File: src/sv/cle_pkg.sv
// ----------------------------------------------------------------------------
// cle_pkg: shared definitions for the console line editor
// Character codes, request and result codes, buffer sizing and the rubout
// echo sequence used by the line editor and its port checker.
// ----------------------------------------------------------------------------
package cle_pkg;

  // Line buffer sizing.
  localparam int LINE_DEPTH = 256;
  localparam int IDX_W      = $clog2(LINE_DEPTH);
  // Wide enough to compare an 8-bit index against the buffer depth.
  localparam int WIDE_W     = ((IDX_W > 8) ? IDX_W : 8) + 1;

  // Rubout echo: ESC [ 1 D, space, ESC [ 1 D.
  localparam int RUB_LEN = 9;
  localparam int BEAT_W  = $clog2(RUB_LEN);

  // Character codes.
  localparam logic [7:0] CH_BS      = 8'h08;
  localparam logic [7:0] CH_DEL     = 8'h7F;
  localparam logic [7:0] CH_CTRLY   = 8'h19;
  localparam logic [7:0] CH_ESC     = 8'h1B;
  localparam logic [7:0] CH_BRACKET = 8'h5B;
  localparam logic [7:0] CH_CR      = 8'h0D;
  localparam logic [7:0] CH_LF      = 8'h0A;
  localparam logic [7:0] CH_ONE     = 8'h31;
  localparam logic [7:0] CH_D       = 8'h44;
  localparam logic [7:0] CH_SPACE   = 8'h20;
  localparam logic [7:0] CH_G       = 8'h67;
  localparam logic [7:0] CH_P       = 8'h70;

  // Request commands carried on in_tuser.
  typedef enum logic [1:0] {
    CMD_RX    = 2'd0,
    CMD_READ  = 2'd1,
    CMD_CLEAR = 2'd2
  } cmd_t;

  // Result kinds carried on out_tuser.
  typedef enum logic [1:0] {
    KIND_ECHO  = 2'd0,
    KIND_READ  = 2'd1,
    KIND_CLEAR = 2'd2
  } kind_t;

  // Bit positions inside out_tdata.
  localparam int OD_DATA_LSB = 0;
  localparam int OD_DONE     = 8;
  localparam int OD_STATS    = 9;
  localparam int OD_TASKS    = 10;
  localparam int OD_LEN_LSB  = 11;
  localparam int OUT_DATA_W  = 24;

  // Work held in the result sequencer.
  typedef struct packed {
    kind_t             kind;
    logic [7:0]        data;
    logic              rd_ok;
    logic              rub;
    logic [BEAT_W-1:0] beat;
    logic              done;
    logic              stats;
    logic              tasks;
    logic [7:0]        len;
  } seq_t;

  // One result in the output register.
  typedef struct packed {
    kind_t      kind;
    logic [7:0] data;
    logic       last;
    logic       done;
    logic       stats;
    logic       tasks;
    logic [7:0] len;
  } res_t;

  // Byte of the rubout echo for a given beat.
  function automatic logic [7:0] rub_byte(input logic [BEAT_W-1:0] beat);
    logic [7:0] b;
    case (beat)
      BEAT_W'(0): b = CH_ESC;
      BEAT_W'(1): b = CH_BRACKET;
      BEAT_W'(2): b = CH_ONE;
      BEAT_W'(3): b = CH_D;
      BEAT_W'(4): b = CH_SPACE;
      BEAT_W'(5): b = CH_ESC;
      BEAT_W'(6): b = CH_BRACKET;
      BEAT_W'(7): b = CH_ONE;
      BEAT_W'(8): b = CH_D;
      default:    b = 8'h00;
    endcase
    return b;
  endfunction

endpackage

File: src/sv/console_line_editor.sv
// ----------------------------------------------------------------------------
// console_line_editor: serial console line discipline with echo
// Keeps the received line in a buffer memory, echoes characters and the
// rubout sequence, flags newlines and ctrl-Y magic keys, and serves reads
// and clears of the buffer.
// ----------------------------------------------------------------------------
// Path: a result leaves on out_* through the sequencer stage, then the output
//   register; buffer reads use the same path.
// Throughput: one request per cycle unless the output stalls; a backspace
//   on a nonempty line holds the sequencer for nine echo bytes, one per cycle.
// Reset: rst_n clears the fill count, the ctrl-Y flag and all valid flags;
//   the buffer memory is not cleared and needs no clearing pass.
module console_line_editor
  import cle_pkg::*;
(
  input  logic                  clk,
  input  logic                  rst_n,
  input  logic                  in_tvalid,
  output logic                  in_tready,
  input  logic [15:0]           in_tdata,  // [7:0] rx_byte, [15:8] read_index
  input  logic [1:0]            in_tuser,  // [1:0] command
  output logic                  out_tvalid,
  input  logic                  out_tready,
  output logic [OUT_DATA_W-1:0] out_tdata, // [7:0] data_byte, [8] line_done,
                                           // [9] magic_stats, [10] magic_tasks,
                                           // [18:11] line_length, [23:19] zero
  output logic [1:0]            out_tuser, // [1:0] kind
  output logic                  out_tlast  // last
);

  // Line buffer memory and its read data register.
  logic [7:0]       mem [LINE_DEPTH];
  logic [7:0]       rd_q;

  // Editor state.
  logic [IDX_W-1:0] fill_r, fill_nxt;
  logic             esc_r, esc_nxt;

  // Sequencer and output register.
  seq_t             seq_r, seq_nxt;
  logic             seq_v_r, seq_v_nxt;
  res_t             out_r;
  logic             out_v_r;

  // Request decode.
  logic             in_acc;
  logic [7:0]       c_raw, c_echo;
  logic             is_edit, has_room, produce;
  logic [WIDE_W-1:0] rd_wide;
  logic             rd_ok;
  logic [IDX_W-1:0] raddr;
  logic             mem_we, mem_re;
  logic             seq_move, seq_final;
  res_t             res_nxt;

  assign in_acc   = in_tvalid && in_tready;
  assign c_raw    = in_tdata[7:0];
  assign c_echo   = (c_raw == CH_CR) ? CH_LF : c_raw;
  assign is_edit  = (c_raw == CH_BS) || (c_raw == CH_DEL);
  assign has_room = fill_r < IDX_W'(LINE_DEPTH - 1);
  assign rd_wide  = WIDE_W'(in_tdata[15:8]);
  assign rd_ok    = rd_wide < WIDE_W'(LINE_DEPTH);
  assign raddr    = rd_wide[IDX_W-1:0];

  // Sequencer hand-off to the output register.
  assign seq_move  = seq_v_r && (!out_v_r || out_tready);
  assign seq_final = !seq_r.rub || (seq_r.beat == BEAT_W'(RUB_LEN - 1));
  assign in_tready = !seq_v_r || (seq_move && seq_final);

  // Buffer write of a stored character, read for a read request.
  always_comb begin
    mem_we = 1'b0;
    mem_re = 1'b0;
    case (in_tuser)
      CMD_RX:   mem_we = in_acc && !is_edit && has_room;
      CMD_READ: mem_re = in_acc;
      default:  ;
    endcase
  end

  always_ff @(posedge clk) begin
    if (mem_we) begin
      mem[fill_r] <= c_echo;
    end
  end

  always_ff @(posedge clk) begin
    if (mem_re) begin
      rd_q <= mem[raddr];
    end
  end

  // Editor state update and sequencer load.
  always_comb begin
    fill_nxt  = fill_r;
    esc_nxt   = esc_r;
    produce   = 1'b0;
    seq_v_nxt = seq_v_r;
    seq_nxt   = seq_r;

    // Advance or retire the item in the sequencer.
    if (seq_move) begin
      if (seq_final) begin
        seq_v_nxt = 1'b0;
      end else begin
        seq_nxt.beat = seq_r.beat + BEAT_W'(1);
      end
    end

    if (in_acc) begin
      case (in_tuser)
        CMD_RX: begin
          esc_nxt = (c_raw == CH_CTRLY);
          if (is_edit) begin
            if (fill_r != '0) begin
              fill_nxt = fill_r - IDX_W'(1);
              produce  = 1'b1;
            end
          end else begin
            produce = 1'b1;
            if (has_room) begin
              fill_nxt = fill_r + IDX_W'(1);
            end
          end
        end
        CMD_READ:  produce = 1'b1;
        CMD_CLEAR: begin
          fill_nxt = '0;
          produce  = 1'b1;
        end
        default: ;
      endcase
    end

    // A request that causes results enters the sequencer.
    if (produce) begin
      seq_v_nxt     = 1'b1;
      seq_nxt.data  = 8'h00;
      seq_nxt.rd_ok = rd_ok;
      seq_nxt.rub   = 1'b0;
      seq_nxt.beat  = '0;
      seq_nxt.done  = 1'b0;
      seq_nxt.stats = 1'b0;
      seq_nxt.tasks = 1'b0;
      seq_nxt.len   = 8'(fill_nxt);
      case (in_tuser)
        CMD_RX: begin
          seq_nxt.kind = KIND_ECHO;
          if (is_edit) begin
            seq_nxt.rub = 1'b1;
          end else begin
            seq_nxt.data  = c_echo;
            seq_nxt.done  = (c_echo == CH_LF);
            seq_nxt.stats = esc_r && (c_raw == CH_G);
            seq_nxt.tasks = esc_r && (c_raw == CH_P);
          end
        end
        CMD_READ: seq_nxt.kind = KIND_READ;
        default:  seq_nxt.kind = KIND_CLEAR;
      endcase
    end
  end

  // Result formed from the sequencer item.
  always_comb begin
    res_nxt.kind  = seq_r.kind;
    res_nxt.last  = seq_final;
    res_nxt.done  = seq_r.done;
    res_nxt.stats = seq_r.stats;
    res_nxt.tasks = seq_r.tasks;
    res_nxt.len   = seq_r.len;
    if (seq_r.rub) begin
      res_nxt.data = rub_byte(seq_r.beat);
    end else if (seq_r.kind == KIND_READ) begin
      res_nxt.data = seq_r.rd_ok ? rd_q : 8'h00;
    end else begin
      res_nxt.data = seq_r.data;
    end
  end

  // Control registers.
  always_ff @(posedge clk) begin
    if (!rst_n) begin
      fill_r  <= '0;
      esc_r   <= 1'b0;
      seq_v_r <= 1'b0;
      out_v_r <= 1'b0;
    end else begin
      fill_r  <= fill_nxt;
      esc_r   <= esc_nxt;
      seq_v_r <= seq_v_nxt;
      if (seq_move) begin
        out_v_r <= 1'b1;
      end else if (out_tready) begin
        out_v_r <= 1'b0;
      end
    end
  end

  // Payload registers.
  always_ff @(posedge clk) begin
    seq_r <= seq_nxt;
    if (seq_move) begin
      out_r <= res_nxt;
    end
  end

  assign out_tvalid = out_v_r;
  assign out_tuser  = out_r.kind;
  assign out_tlast  = out_r.last;
  assign out_tdata  = {5'b00000, out_r.len, out_r.tasks, out_r.stats, out_r.done,
                       out_r.data};

endmodule

File: config.mk
export PLATFORM = sky130hd
export DESIGN_NAME = console_line_editor
export DESIGN_NICKNAME = d
export VERILOG_FILES = /design/src/sv/cle_pkg.sv /design/src/sv/console_line_editor.sv
export SDC_FILE = /design/constraint.sdc
export NUM_CORES = 2
export LEC_CHECK = 0
export ABC_AREA = 0
export CORE_MARGIN = 2
export CORE_UTILIZATION = 45
export CTS_CLUSTER_SIZE = 16
export DETAILED_ROUTE_END_ITERATION = 12
export DONT_BUFFER_PORTS = 1
export HOLD_SLACK_MARGIN = 0.03
export SYNTH_ARGS = -nofsm -noshare
export SYNTH_HDL_FRONTEND = slang
export SYNTH_SLANG_ARGS = --single-unit
File: constraint.sdc
create_clock -name clk -period 12 [get_ports clk]
set_input_delay 1.8 -clock clk [delete_from_list [all_inputs] [get_ports clk]]
set_output_delay 1.8 -clock clk [all_outputs]
set_load 0.005 [all_outputs]
==> results by group <==
Yosys
  • Mapped Area: 82,700 sq um
  • EDFF count, synth: 2,100
  • Top_reg_cell synth: edfxtp_1
  • Synthesis warning total: 0
  • Syn Area/Cell: about 20 sq um
  • Post-synthesis sequential area ratio: 0.768
  • Netlist cell types: 76
  • Asr flop ratio synth: 0
  • Yosys reg bits: 2,120
  • Syn Inst Count: 4,063

STA
  • Worst Max-Slew Pin Slew: 2.13 ns
  • Slew Viols, Final: ~340
  • Endpoints failing hold: 0
  • Clock Skew: around 0.038 ns
  • Min Tclk post-route: roughly 5.6 ns
  • Worst slew margin: -0.417
  • Final period util: 0.469
  • RSZ-0062 raised after global routing: no
  • Finish-stage setup viols: 0
  • Setup TNS: 0 ns
  • Fmax: between 150 and 200 MHz

Routing
  • Iteration-0 DRC Markers: 4,459
  • DRC Markers: 0
  • Drt wl/cell: 30.1 microns
  • Total Routed Length: about 200,000 microns
  • DR vias: 40,200
  • Mean number of vias per cell: 6.00
  • ANT nets after route: 0
  • DRT Pass-1 Iters: 7

Setup path
  • Crit end category: register
  • CP required: 12.51 ns
  • Worst path cell trace: nand3_1, o22ai_1, a21oi_1, a41oi_1, nor4_1, nor3_1
  • CP peak stage delay: roughly 1.3 ns
  • CP Max Fanout: 463
  • Critical path arrival: 6.13 ns
  • Critical Path Slowest Stage Cell: nand3_1
  • Critical path class: in2reg
  • Worst setup SP type: primary input

Global routing
  • GRT overflow: 0
  • Overall Global Routing Usage: 0.216
  • Pin count of the biggest net entering global routing: about 560
  • Antenna violations before repair: 9
  • Global-route wire length before repair: slightly below 300,000 microns
  • Number of global-route vias before repair: 40,200

Floorplanning
  • Ports: 51
  • Starting Density: 0.452
  • Die area: 187,000 sq um
  • Die extent in y: 433 microns
  • Total core area: 183,000 sq um
  • Row cnt: about 160
  • Die X: 433 microns

Flow run
  • Total of max-cap violations: 1

Clocking
  • Cts hold-fix bufs: 0
  • Setup fix buffers added after clock tree synthesis: 0
  • Root Buffer: clkbuf_16
  • CTS clk-pin slew, worst paths: 0.06 ns
  • TritonCTS buffer count: around 200
  • Post-CTS Resized: 0
  • Worst-Skew Late Latency: between 0.8 and 0.9 ns
  • CTS tree: done
  • Clk buf depth: 3
  • # clock sinks: roughly 2,100
  • Max H-tree Level: 4

Pwr
  • P_leak: 27.8 nW
  • Pwr per Cell Area: 164 nW/um^2
  • Worst VDD drop: roughly 0.00013 V

Cells and area
  • Fraction of layout cells with a size suffix above 1: 0.195
  • Commonest non-fill, non-tap cell in the layout: edfxtp_1
  • Final Core Density: 0.498
  • Area of the multi-input gates: 17,700 sq um
  • P&R area growth vs syn: 10.2%
  • Fin nets: between 4,000 and 5,000
  • Register Area: around 63,000 sq um
  • Leading cell types in the layout, fill and taps excluded: 2,100 x edfxtp_1, 426 x mux4_2, 313 x nor2_1
  • Fill cell count: approximately 14,000

Worst hold path
  • Worst hold path type: reg2reg

Place
  • Port buffer count: 0
  • Final Wtd Congestion: 0.858
  • Post-DP HPWL: 110,000 microns

Outcome
  • Status: complete, but fails checks
  • Failing checks: max-capacitance violations, max-slew violations
[synthesized netlist by cell type (all sizes together) (3+ instances only)]
library cell  count  share of area
nor3             29         0.0021
o31ai             5        0.00045
nand3b            3        0.00027
mux4            426           0.12
o41ai             3        0.00041
a22oi           170          0.015
mux2             19         0.0026
edfxtp         2100           0.76
ha               14         0.0021
nor2            319          0.014
dfxtp            20         0.0048
nor2b            17         0.0013
o211ai            3        0.00027
or2               7        0.00053
inv              19        0.00086
clkbuf          104         0.0047
or3b              3        0.00032
nand2b           16         0.0012
nand2            58         0.0027
a21oi           139         0.0085
a221oi           16         0.0018
a211oi           11         0.0010
xor2              6        0.00064
o21a              3        0.00027
o221ai           31         0.0034
o21ai            34         0.0021
a41oi             5        0.00053
a2111oi           9         0.0011
o22ai            41         0.0031
mux2i           153          0.019
a31oi            11        0.00083
buf             148          0.014
and2             24         0.0018
a22o              9        0.00095
nand3            14        0.00085
a211o             3        0.00032
and3             11        0.00083
nor3b             5        0.00058
o32ai             3        0.00032
nor4             26         0.0021
a21boi            3        0.00027
[worst max-delay path, delay by kind of cell]
family             cells  cell delay, ns
AOI/OAI and AO/OA      3            0.67
and+or+nand+nor        3            2.67
[metal layers]
metal	vias up	global-route usage	routed length [microns]
li1	16800	-	-
met5	-	0	27
met3	324	0.0448	17200
met4	4	0.0710	6390
met1	21300	0.307	83400
met2	1811	0.336	94800
[power breakdown]
group          total (W)  internal, W  switching [W]
Combinational   0.000506     0.000229       0.000278
Sequential       0.00816      0.00816     0.00000859
Clock            0.00624      0.00353        0.00271
Total             0.0149       0.0119        0.00300
[sequential cells by signal, indices dropped and copies added, names as in the netlist, 2 cells and up, named ones only]
| register | cells |
|---|---|
| out_tuser | 2 |
| mem | 2048 |
| res_nxt | 13 |
| seq_r | 13 |
| out_tdata | 19 |
| rd_q | 8 |
| fill_r | 8 |
[worst paths after layout]
kind	to	depth (start not counted)	slack, ns	from
setup / recovery	rd_q[0]$_DFFE_PP_	6	6.38	in_tdata[9]
setup reg to reg	mem[44][7]$_DFFE_PP_	9	7.69	seq_r[11]$_SDFFE_PP0P_
hold / removal	out_tdata[15]$_DFFE_PN_	0	0.42	res_nxt[4]$_DFFE_PP_
hold reg to reg	out_tdata[15]$_DFFE_PN_	0	0.42	res_nxt[4]$_DFFE_PP_
[metrics by stage]
step	cells	power (W)	hold slack (ns)	setup slack [ns]	instance area, sq um
floorplan	4075	0.00880	0.400	1.76	82700
global route	6695	0.0153	0.423	6.56	91100
detailed placement	6327	0.00881	0.405	5.93	84700
global placement	6326	0.00881	0.407	6.06	84700
finish	6700	0.0149	0.419	6.38	91100
CTS	6695	0.0150	0.418	6.85	91100
[layout make-up]
class / count / share of cell area
antenna: 5 / 0.000137
clock buffer: 250 / 0.0580
clock inverter: 118 / 0.0122
inverter: 20 / 0.000824
multi-input combinational: 1683 / 0.194
sequential: 2120 / 0.697
tap: 2464 / 0.0338
timing repair buffer: 40 / 0.00371
[logic make-up (layout without fill, tap and decap cells)]
group           after synthesis  after routing  synth area share
compound gates              508            508            0.0420
xor+xnor                      8              8          0.000848
other cells                   1             18         0.0000454
mux                         598            598             0.137
fa+ha+maj                    14             14           0.00212
buf+inv                     272            428            0.0200
flops                      2120           2120             0.768
simple gates                542            542            0.0300
No activity file was read; power rests on OpenSTA's default activity.
